$ cat src/hw/rtl/wgm_pkg.sv
// Package for the wildcard glob matcher: sizes, byte codes, operation codes and item types.
package wgm_pkg;

   localparam int MAX_PATTERN = 32;
   localparam int ROW_W       = MAX_PATTERN + 1;
   localparam int CNT_W       = $clog2(MAX_PATTERN + 1);
   localparam int IDX_W       = (MAX_PATTERN > 1) ? $clog2(MAX_PATTERN) : 1;

   localparam logic [7:0] STAR_CHAR  = 8'h2A;
   localparam logic [7:0] QMARK_CHAR = 8'h3F;

   typedef enum logic [1:0] {
      OP_APPEND = 2'd0,
      OP_TEXT   = 2'd1,
      OP_FINISH = 2'd2,
      OP_CLEAR  = 2'd3
   } op_type;

   typedef struct packed {
      op_type     operation;
      logic [7:0] character;
   } req_type;

   typedef struct packed {
      logic matched;
      logic pattern_overflow;
   } rsp_type;

endpackage

$ cat src/hw/rtl/wildcard_glob_matcher.sv
// Wildcard glob matcher: pattern store, bit-parallel match row and result register.
//
//   channel | direction | ports                          | item
//   req     | in        | req_valid, req_stall, req_data | operation, character
//   rsp     | out       | rsp_valid, rsp_stall, rsp_data | matched, pattern_overflow
//
// Each accepted text character updates the match row by a single carry-chain
// add over the pattern positions, and the result is in the output register on
// the next cycle. One item per cycle is sustained while the output is not stalled.
// Synchronous reset empties the pattern and the output register.
// The input stalls only while a result waits and the output is stalled.
module wildcard_glob_matcher (
   input  logic             clock,
   input  logic             reset,
   input  logic             req_valid,
   output logic             req_stall,
   input  wgm_pkg::req_type req_data,
   output logic             rsp_valid,
   input  logic             rsp_stall,
   output wgm_pkg::rsp_type rsp_data
);
   import wgm_pkg::*;

   logic [7:0]       pattern_ff [MAX_PATTERN];
   logic [CNT_W-1:0] count_ff, count_in;
   logic [ROW_W-1:0] row_ff, row_in;
   logic [ROW_W-1:0] start_ff, start_in;
   logic             rsp_valid_ff, rsp_valid_in;
   rsp_type          rsp_data_ff, rsp_data_in;

   logic             accept;
   logic             room;
   logic             in_star;
   logic [ROW_W-1:0] gen, prop, start_app, text_row;
   logic [ROW_W:0]   chain_x, chain_g, chain_sum, chain_cin;

   assign req_stall = rsp_valid_ff & rsp_stall;
   assign accept    = req_valid & ~req_stall;
   assign room      = count_ff < CNT_W'(MAX_PATTERN);
   assign in_star   = req_data.character == STAR_CHAR;

   // A star position propagates the new bit below it and generates from its
   // own old bit; other positions only generate. The add resolves the chain.
   always_comb begin
      gen  = '0;
      prop = '0;
      for (int j = 1; j <= MAX_PATTERN; j++) begin
         if (CNT_W'(j) <= count_ff) begin
            if (pattern_ff[j-1] == STAR_CHAR) begin
               prop[j] = 1'b1;
               gen[j]  = row_ff[j];
            end else begin
               gen[j] = row_ff[j-1] &
                        ((pattern_ff[j-1] == req_data.character) |
                         (pattern_ff[j-1] == QMARK_CHAR));
            end
         end
      end
   end

   assign chain_x   = {1'b0, gen | prop};
   assign chain_g   = {1'b0, gen};
   assign chain_sum = chain_x + chain_g;
   assign chain_cin = chain_sum ^ chain_x ^ chain_g;
   assign text_row  = chain_cin[ROW_W:1];

   // The start row grows by one bit when a star extends the leading star run.
   always_comb begin
      start_app = start_ff;
      for (int j = 1; j <= MAX_PATTERN; j++) begin
         if (CNT_W'(j - 1) == count_ff) begin
            start_app[j] = start_ff[j-1] & in_star;
         end
      end
   end

   always_comb begin
      count_in    = count_ff;
      row_in      = row_ff;
      start_in    = start_ff;
      rsp_data_in = rsp_data_ff;
      if (accept) begin
         rsp_data_in.pattern_overflow = 1'b0;
         case (req_data.operation)
            OP_APPEND: begin
               if (room) begin
                  count_in = count_ff + CNT_W'(1);
                  start_in = start_app;
                  row_in   = start_app;
               end else begin
                  rsp_data_in.pattern_overflow = 1'b1;
               end
            end
            OP_TEXT: begin
               row_in = text_row;
            end
            OP_FINISH: begin
               row_in = start_ff;
            end
            OP_CLEAR: begin
               count_in = '0;
               start_in = ROW_W'(1);
               row_in   = ROW_W'(1);
            end
            default: begin
               row_in = row_ff;
            end
         endcase
         if (req_data.operation == OP_FINISH) begin
            rsp_data_in.matched = row_ff[count_ff];
         end else begin
            rsp_data_in.matched = row_in[count_in];
         end
      end
   end

   always_comb begin
      rsp_valid_in = rsp_valid_ff;
      if (accept) begin
         rsp_valid_in = 1'b1;
      end else if (~rsp_stall) begin
         rsp_valid_in = 1'b0;
      end
   end

   always_ff @(posedge clock) begin
      if (reset) begin
         count_ff     <= '0;
         row_ff       <= ROW_W'(1);
         start_ff     <= ROW_W'(1);
         rsp_valid_ff <= 1'b0;
      end else begin
         count_ff     <= count_in;
         row_ff       <= row_in;
         start_ff     <= start_in;
         rsp_valid_ff <= rsp_valid_in;
      end
   end

   always_ff @(posedge clock) begin
      rsp_data_ff <= rsp_data_in;
      if (accept && req_data.operation == OP_APPEND && room) begin
         pattern_ff[count_ff[IDX_W-1:0]] <= req_data.character;
      end
   end

   assign rsp_valid = rsp_valid_ff;
   assign rsp_data  = rsp_data_ff;

endmodule

$ cat config.mk
export PLATFORM = sky130hd
export DESIGN_NAME = wildcard_glob_matcher
export DESIGN_NICKNAME = d
export VERILOG_FILES = /design/src/hw/rtl/wgm_pkg.sv /design/src/hw/rtl/wildcard_glob_matcher.sv
export SDC_FILE = /design/constraint.sdc
export NUM_CORES = 1
export LEC_CHECK = 0
export ABC_AREA = 0
export BUFFER_PORTS_ARGS = -buffer_cell sky130_fd_sc_hd__clkbuf_2
export CAP_MARGIN = 40
export CORE_MARGIN = 2
export CORE_UTILIZATION = 58
export DETAILED_ROUTE_END_ITERATION = 7
export PLACE_DENSITY_LB_ADDON = 0.1
export SETUP_SLACK_MARGIN = 0.4
export SLEW_MARGIN = 5
export SYNTH_ARGS = -nofsm -noshare
export SYNTH_HDL_FRONTEND = slang
export SYNTH_SLANG_ARGS = --single-unit
$ cat constraint.sdc
create_clock -name clock -period 4.3 [get_ports clock]
set_clock_uncertainty 0.1 [all_clocks]
set_input_delay 0.86 -clock clock [delete_from_list [all_inputs] [get_ports clock]]
set_output_delay 0.86 -clock clock [all_outputs]
set_load 0.03 [all_outputs]
* Word level (Yosys, flattened, before mapping)
Memories as Yosys holds them, arrays and structs flattened. Index checks and enable logic that the tools add are counted.
Storage, ports and cells: memories 1, latch bits 0, bits in read-only memories 0, logic and storage cells 466, register bits after elaboration 75, memory bits (writable) 256
Operators by class: equality and inequality tests 133, multiply operators 0, mux-type cells 178, bitwise gates (word level) 103, shift-type cells 0, reductions and logical operators 7, div/mod/pow operators 0, add/subtract/negate cells 2, magnitude comparators 35
Memory list:
- pattern_ff | depth 32, width 8, read ports 32, clocked after memory_dff 0, wr ports 1, RTL line wildcard_glob_matcher.sv:24 | logic [7:0] pattern_ff [MAX_PATTERN];
Operator list (number):
- 8-bit by 6-bit equality test with 1-bit output (second input constant) | 65
- 8-bit equality test | 32
- 1-bit 2-to-1 mux | 168
- 33-bit case mux with 4 select lines | 1
- 33-bit 2-to-1 mux | 3
- 5-bit by 6-bit equality test with 1-bit output (first input constant) | 16
- 5-bit by 6-bit less-or-equal comparator with 1-bit output (first input constant) | 16
- 34-bit by 33-bit bitwise XOR with 34-bit output | 2
- 1-bit bitwise AND | 66
- 33-bit case mux with 2 select lines | 1
- 4-bit by 6-bit equality test with 1-bit output (first input constant) | 8
- 4-bit by 6-bit less-or-equal comparator with 1-bit output (first input constant) | 8
- 33-bit by 33-bit adder with 34-bit output | 1
- 33-bit bitwise OR | 1
- 1-bit bitwise OR | 32
- 3-bit by 6-bit equality test with 1-bit output (first input constant) | 4
- 3-bit by 6-bit less-or-equal comparator with 1-bit output (first input constant) | 4
- 6-bit by 7-bit less-than comparator with 1-bit output (second input constant) | 2
- 1-bit binary-select mux with 6-bit select | 2
- 2-bit by 6-bit equality test with 1-bit output (first input constant) | 2
- 2-bit by 6-bit less-or-equal comparator with 1-bit output (first input constant) | 2
- 6-bit 2-to-1 mux | 2
- 6-bit case mux with 2 select lines | 1
- 6-bit by 1-bit adder with 6-bit output (second input constant) | 1
- other kinds (14) | 18

* Longest topological paths before layout
An unclocked memory read counts as a cell.
depth after elaboration 15, mapped depth 19

* Worst setup path before layout
Ideal clock, no wire load.
kind register -> register, from register count_ff[0], to register rsp_data_ff, in the netlist rsp_data[1], data pin, slack -304 ps, library setup time 261 ps, stages on the path, launching flop included 18, clock period less this slack 4604 ps, arrival 4243 ps, cell sequence dfxtp_1 clkbuf_1 buf_1 inv_1 ha_1 or3_1 or2_2 a21oi_1 a211o_1 o31ai_1 a211oi_2 nor2_1 or4_1 a221oi_1 nand3_1 o211ai_1 nor4_1 o32a_1
On the way: word-level cells in the longest chain between the ends 11, elaborated cells on any way between the ends 177, classes of those cells add/sub: 2; order compare: 33; eq/ne: 31; mux: 107; bitwise: 3; reduce/logical: 1
Ends and longest elaborated chain:
- start: declaration | RTL line wildcard_glob_matcher.sv:25 | logic [CNT_W-1:0] count_ff, count_in;
- start signal: assignment | RTL line wildcard_glob_matcher.sv:133 | count_ff <= count_in;
- 1-bit by 6-bit less-or-equal comparator with 1-bit output (tied with other cells) | RTL line wildcard_glob_matcher.sv:48 | if (CNT_W'(j) <= count_ff) begin
- 1-bit 2-to-1 mux | RTL line wildcard_glob_matcher.sv:48
- 33-bit bitwise OR | RTL line wildcard_glob_matcher.sv:61 | assign chain_x = {1'b0, gen | prop};
- 33-bit by 33-bit adder with 34-bit output | RTL line wildcard_glob_matcher.sv:63 | assign chain_sum = chain_x + chain_g;
- 34-bit by 33-bit bitwise XOR with 34-bit output (2 in a row) | RTL line wildcard_glob_matcher.sv:64 | assign chain_cin = chain_sum ^ chain_x ^ chain_g;
- 33-bit case mux with 4 select lines | RTL line wildcard_glob_matcher.sv:84 | case (req_data.operation)
- 33-bit 2-to-1 mux | RTL line wildcard_glob_matcher.sv:82 | if (accept) begin
- 1-bit binary-select mux with 6-bit select | RTL line wildcard_glob_matcher.sv:112 | rsp_data_in.matched = row_in[count_in];
- 1-bit 2-to-1 mux (implied by the code) | RTL line wildcard_glob_matcher.sv:112
- 1-bit 2-to-1 mux (*) | RTL line wildcard_glob_matcher.sv:109 | if (req_data.operation == OP_FINISH) begin
- end signal: assignment | RTL line wildcard_glob_matcher.sv:141 | rsp_data_ff <= rsp_data_in;
- end: declaration | RTL line wildcard_glob_matcher.sv:29 | rsp_type rsp_data_ff, rsp_data_in;
Every way passes the cells marked *; elsewhere a longest branch is shown, timed or not. The select of a mux whose other input is x is not followed. A chain may end at the register's enable or synchronous reset.

* Worst setup path in the final report
Ends and elaborated chain as after synthesis.

==> out/qor.txt <==
Cells after synthesis: 2,071
Yosys reg bits: 331
Pwr Density: 308 nW/um2
Share of the synthesized area in the top cell type: 38.4%
Hold Crit Start: start_ff[32]
Reg2Reg Depth: 20
Hold Crit Class: flip-flop to flip-flop
FF/Latch Area: 9220 um2
Layout cells sized above 1: 22.7%
GR Overflow Total: 0
CTS Buf Count: 37
Multi-input logic area: 10,900 um2
Post-synthesis async set-or-reset flop share: 0%
Mean post-synth cell area: 9.75 um2
Bufs on Longest Clock Path: 3
CP Class: flip-flop to flip-flop
Placed cell area: 22,700 um2
Num rows: 68
Post-Layout Inst Area: 24,800 um2
Final setup fails: 0
Fin crit share: 96.6%
Post-synth EDFFs: 258
Status: completed
DRT iter0 DRCs: 2,521
Max_cap viols: 0
Synth top area cells: edfxtp_1 38%, dfxtp_1 7.2%, xnor2_1 6.0%
Startpoint Class: flip-flop
CTS H-tree lvls: 2
PortBufs: 17
Crit path cell chain: inv_1 > ha_2 > nor2_1 > buf_4 > a211oi_2 > nor4b_4 > ha_4 > a21oi_2 > o21ai_2 > a221oi_4 > nor3_4 > nor2_4 > o41ai_4 > buf_4 > o21ai_2 > a21oi_2 > o21ai_1 > buf_4 > a2111oi_4 > o32a_1
IO Pins: 18
Critical path buffers and inverters: 4
DRT antenna net count: 0
Max-slew violation count: 0
DIE WIDTH: 191 um
Slew headroom: 43.4%
Worst setup path startpoint: count_ff[0]
Critical path's slowest cell: nor3_4
Largest net degree at the start of global routing: 52
Die Ht: 191 um
Synth Flop Type: edfxtp_1
Leakage: 8.67 nW
Top delay family on crit path: compound AO/OA/AOI/OAI gates
Core footprint: 34,500 um2
Max IR drop VDD: 0.349 mV
Routed wire length: 77,400 um
Mapped Area: 20,200 um2
Initial core utilization: 58.6%
RD Place Congestion: 1.07
Crit Path Max Fanout: 4
Crit path top cell by count: buf_4
Drc violations: 0
Library cells used by synthesis: 95
WP data required: 4.64 ns
Synthesized Nets: 2,095
Via count: 19,200
R2R Path Start: count_ff[0]
Drt first pass iters: 6
Fillcell total: 2,536
Clock Sinks: 331
Final hold violation count: 0
Vias in the first global route: 18,200
Critical path depth in cells: 20
Routed len/inst: 27.5 um
Cell total after placement: 2,731
Hpwl dp: 55,600 um
Slowest stage delay, CP: 0.38 ns
Vias per inst: 6.81
Worst Setup End Kind: flip-flop
Area Growth Syn to Fin: 22.7%
Post-layout minimum cycle time: 4.15 ns
Final Power: 7.63 mW
Ant diodes: 0
Register area share after synthesis: 45.6%
Clock root buffer: clkbuf_16
Hold Path Stages: 2
Skew-Pair Late Insertion Delay: 0.58 ns
Synth Warn #: 0
First-pass GRT wire length: 113,000 um
GRT Util Overall: 42.1%
Max Clock Freq: 0.241 GHz
Finished Layout Cells: 2,817
Flop2flop setup slack: 0.15 ns
Initial antenna violation count: 0
Nets: 2,361
Clock transition at path regs: 0.05 ns
RSZ-0062 raised after global routing: yes
Cell taking the most area after synthesis: edfxtp_1
CTS tree: yes
Slew @ Worst Pin: 0.849 ns
Layout Utilization: 71.9%
Die area: 36,300 um2
Worst Path Arrival: 4.49 ns
## through the flow
stage,setup slack [ns],hold slack (ns),setup TNS [ns]
6_report,0.148,0.406,0
5_1_grt,0.00326,0.434,0
4_1_cts,0.241,0.407,0
3_5_place_dp,-0.617,0.389,-1.41
3_3_place_gp,-0.535,0.380,-1.22
2_1_floorplan,0.268,0.358,0
## synthesized netlist by cell type, types with 17 or more instances
library cell,instances
nor2b_1,30
o211ai_1,24
nand2_1,168
nand2b_1,17
dfxtp_1,73
xor2_1,118
nor3_1,84
buf_2,30
a22oi_1,34
nor4bb_1,21
xnor2_1,138
a21oi_1,88
a31oi_1,20
edfxtp_1,258
clkbuf_1,58
mux2i_1,27
nor4_1,41
nand3_1,78
nand4_1,66
a211oi_1,31
o21ai_0,70
and3_1,35
inv_1,42
o31ai_1,24
nor2_1,196
## repair_timing
item	4_1_cts	5_1_grt
pin swaps	37	39
buffers inserted	10	10
cloned	1	1
hold buffers	0	0
setup endpoints to repair	12	7
resized for setup	88	50
## path summary, 6_finish.rpt
| check | to |
|---|---|
| hold / removal | start_ff[32] |
| setup / recovery | rsp_data[1] |
| hold reg to reg | start_ff[32] |
| setup reg to reg | rsp_data[1] |
## state kept, by name (all words and copies together), names as in the netlist
signal	flops
pattern_ff	256
row_ff	33
start_ff	33
count_ff	6
rsp_data	2
rsp_valid	1
## layout by cell type (no fill, tap or decap), types with 17 or more instances in the layout
cell       count
clkbuf_16     38
nand4_1       66
a211oi_1      24
buf_4        306
o21ai_0       61
dfxtp_1       67
nor2b_1       30
xor2_1       118
xnor2_1      136
and3_1        33
nor4_1        37
mux2i_1       27
inv_1         42
nor4bb_1      17
nand3_1       77
nand2_1      168
o211ai_1      24
a22oi_1       33
nand2b_1      17
nor3_1        72
o31ai_1       20
a21oi_1       75
nor2_1       193
edfxtp_1     258
## routing by layer
layer  wire length, um  vias to the layer above  share of wire [%]  global-route usage (%)
met5                 0                        -                  0                   0.549
met4              5490                        0                7.1                    24.2
met3              9500                      343                 12                    11.5
met2             33800                     1355                 44                    64.2
met1             28600                     9178                 37                    54.1
li1                  -                     8311                  -                       -
## where the power goes
group / leakage (nW) / switching (mW) / internal [mW]
clock network: 0.579 / 1.34 / 1.86
registers: 2.92 / 0.0525 / 3.47
logic: 5.18 / 0.580 / 0.324
## cell families (layout without fill, tap and decap cells)
family          Yosys count  count (layout)  synth area share [%]
flops                   331             331                  45.6
fa+ha+maj                10              10                 0.619
buf+inv                 156             447                  3.35
xor+xnor                256             256                  11.1
compound gates          433             433                  14.8
simple gates            841             841                  21.8
mux                      44              44                  2.79
## cell type report
| cell class | count | share of cell area, % |
|---|---|---|
| Multi-Input combinational cell | 1584 | 44.1 |
| Timing Repair Buffer | 339 | 10.9 |
| Clock inverter | 21 | 0.924 |
| Inverter | 44 | 0.666 |
| Clock buffer | 43 | 3.91 |
| Tap cell | 455 | 2.30 |
| Sequential cell | 331 | 37.2 |
## worst register-to-register path: stages, from the launching register on
cell and delay, ns:
dfxtp_2 0.34, inv_1 0.08, ha_2 0.20, nor2_1 0.05, buf_4 0.17, a211oi_2 0.26, nor4b_4 0.32, ha_4 0.19
a21oi_2 0.04, o21ai_2 0.12, a221oi_4 0.12, nor3_4 0.38, nor2_4 0.08, o41ai_4 0.30, buf_4 0.20, o21ai_2 0.09
a21oi_2 0.17, o21ai_1 0.08, buf_4 0.17, a2111oi_4 0.35, o32a_1 0.21
Power figures use the tool's default switching activity.
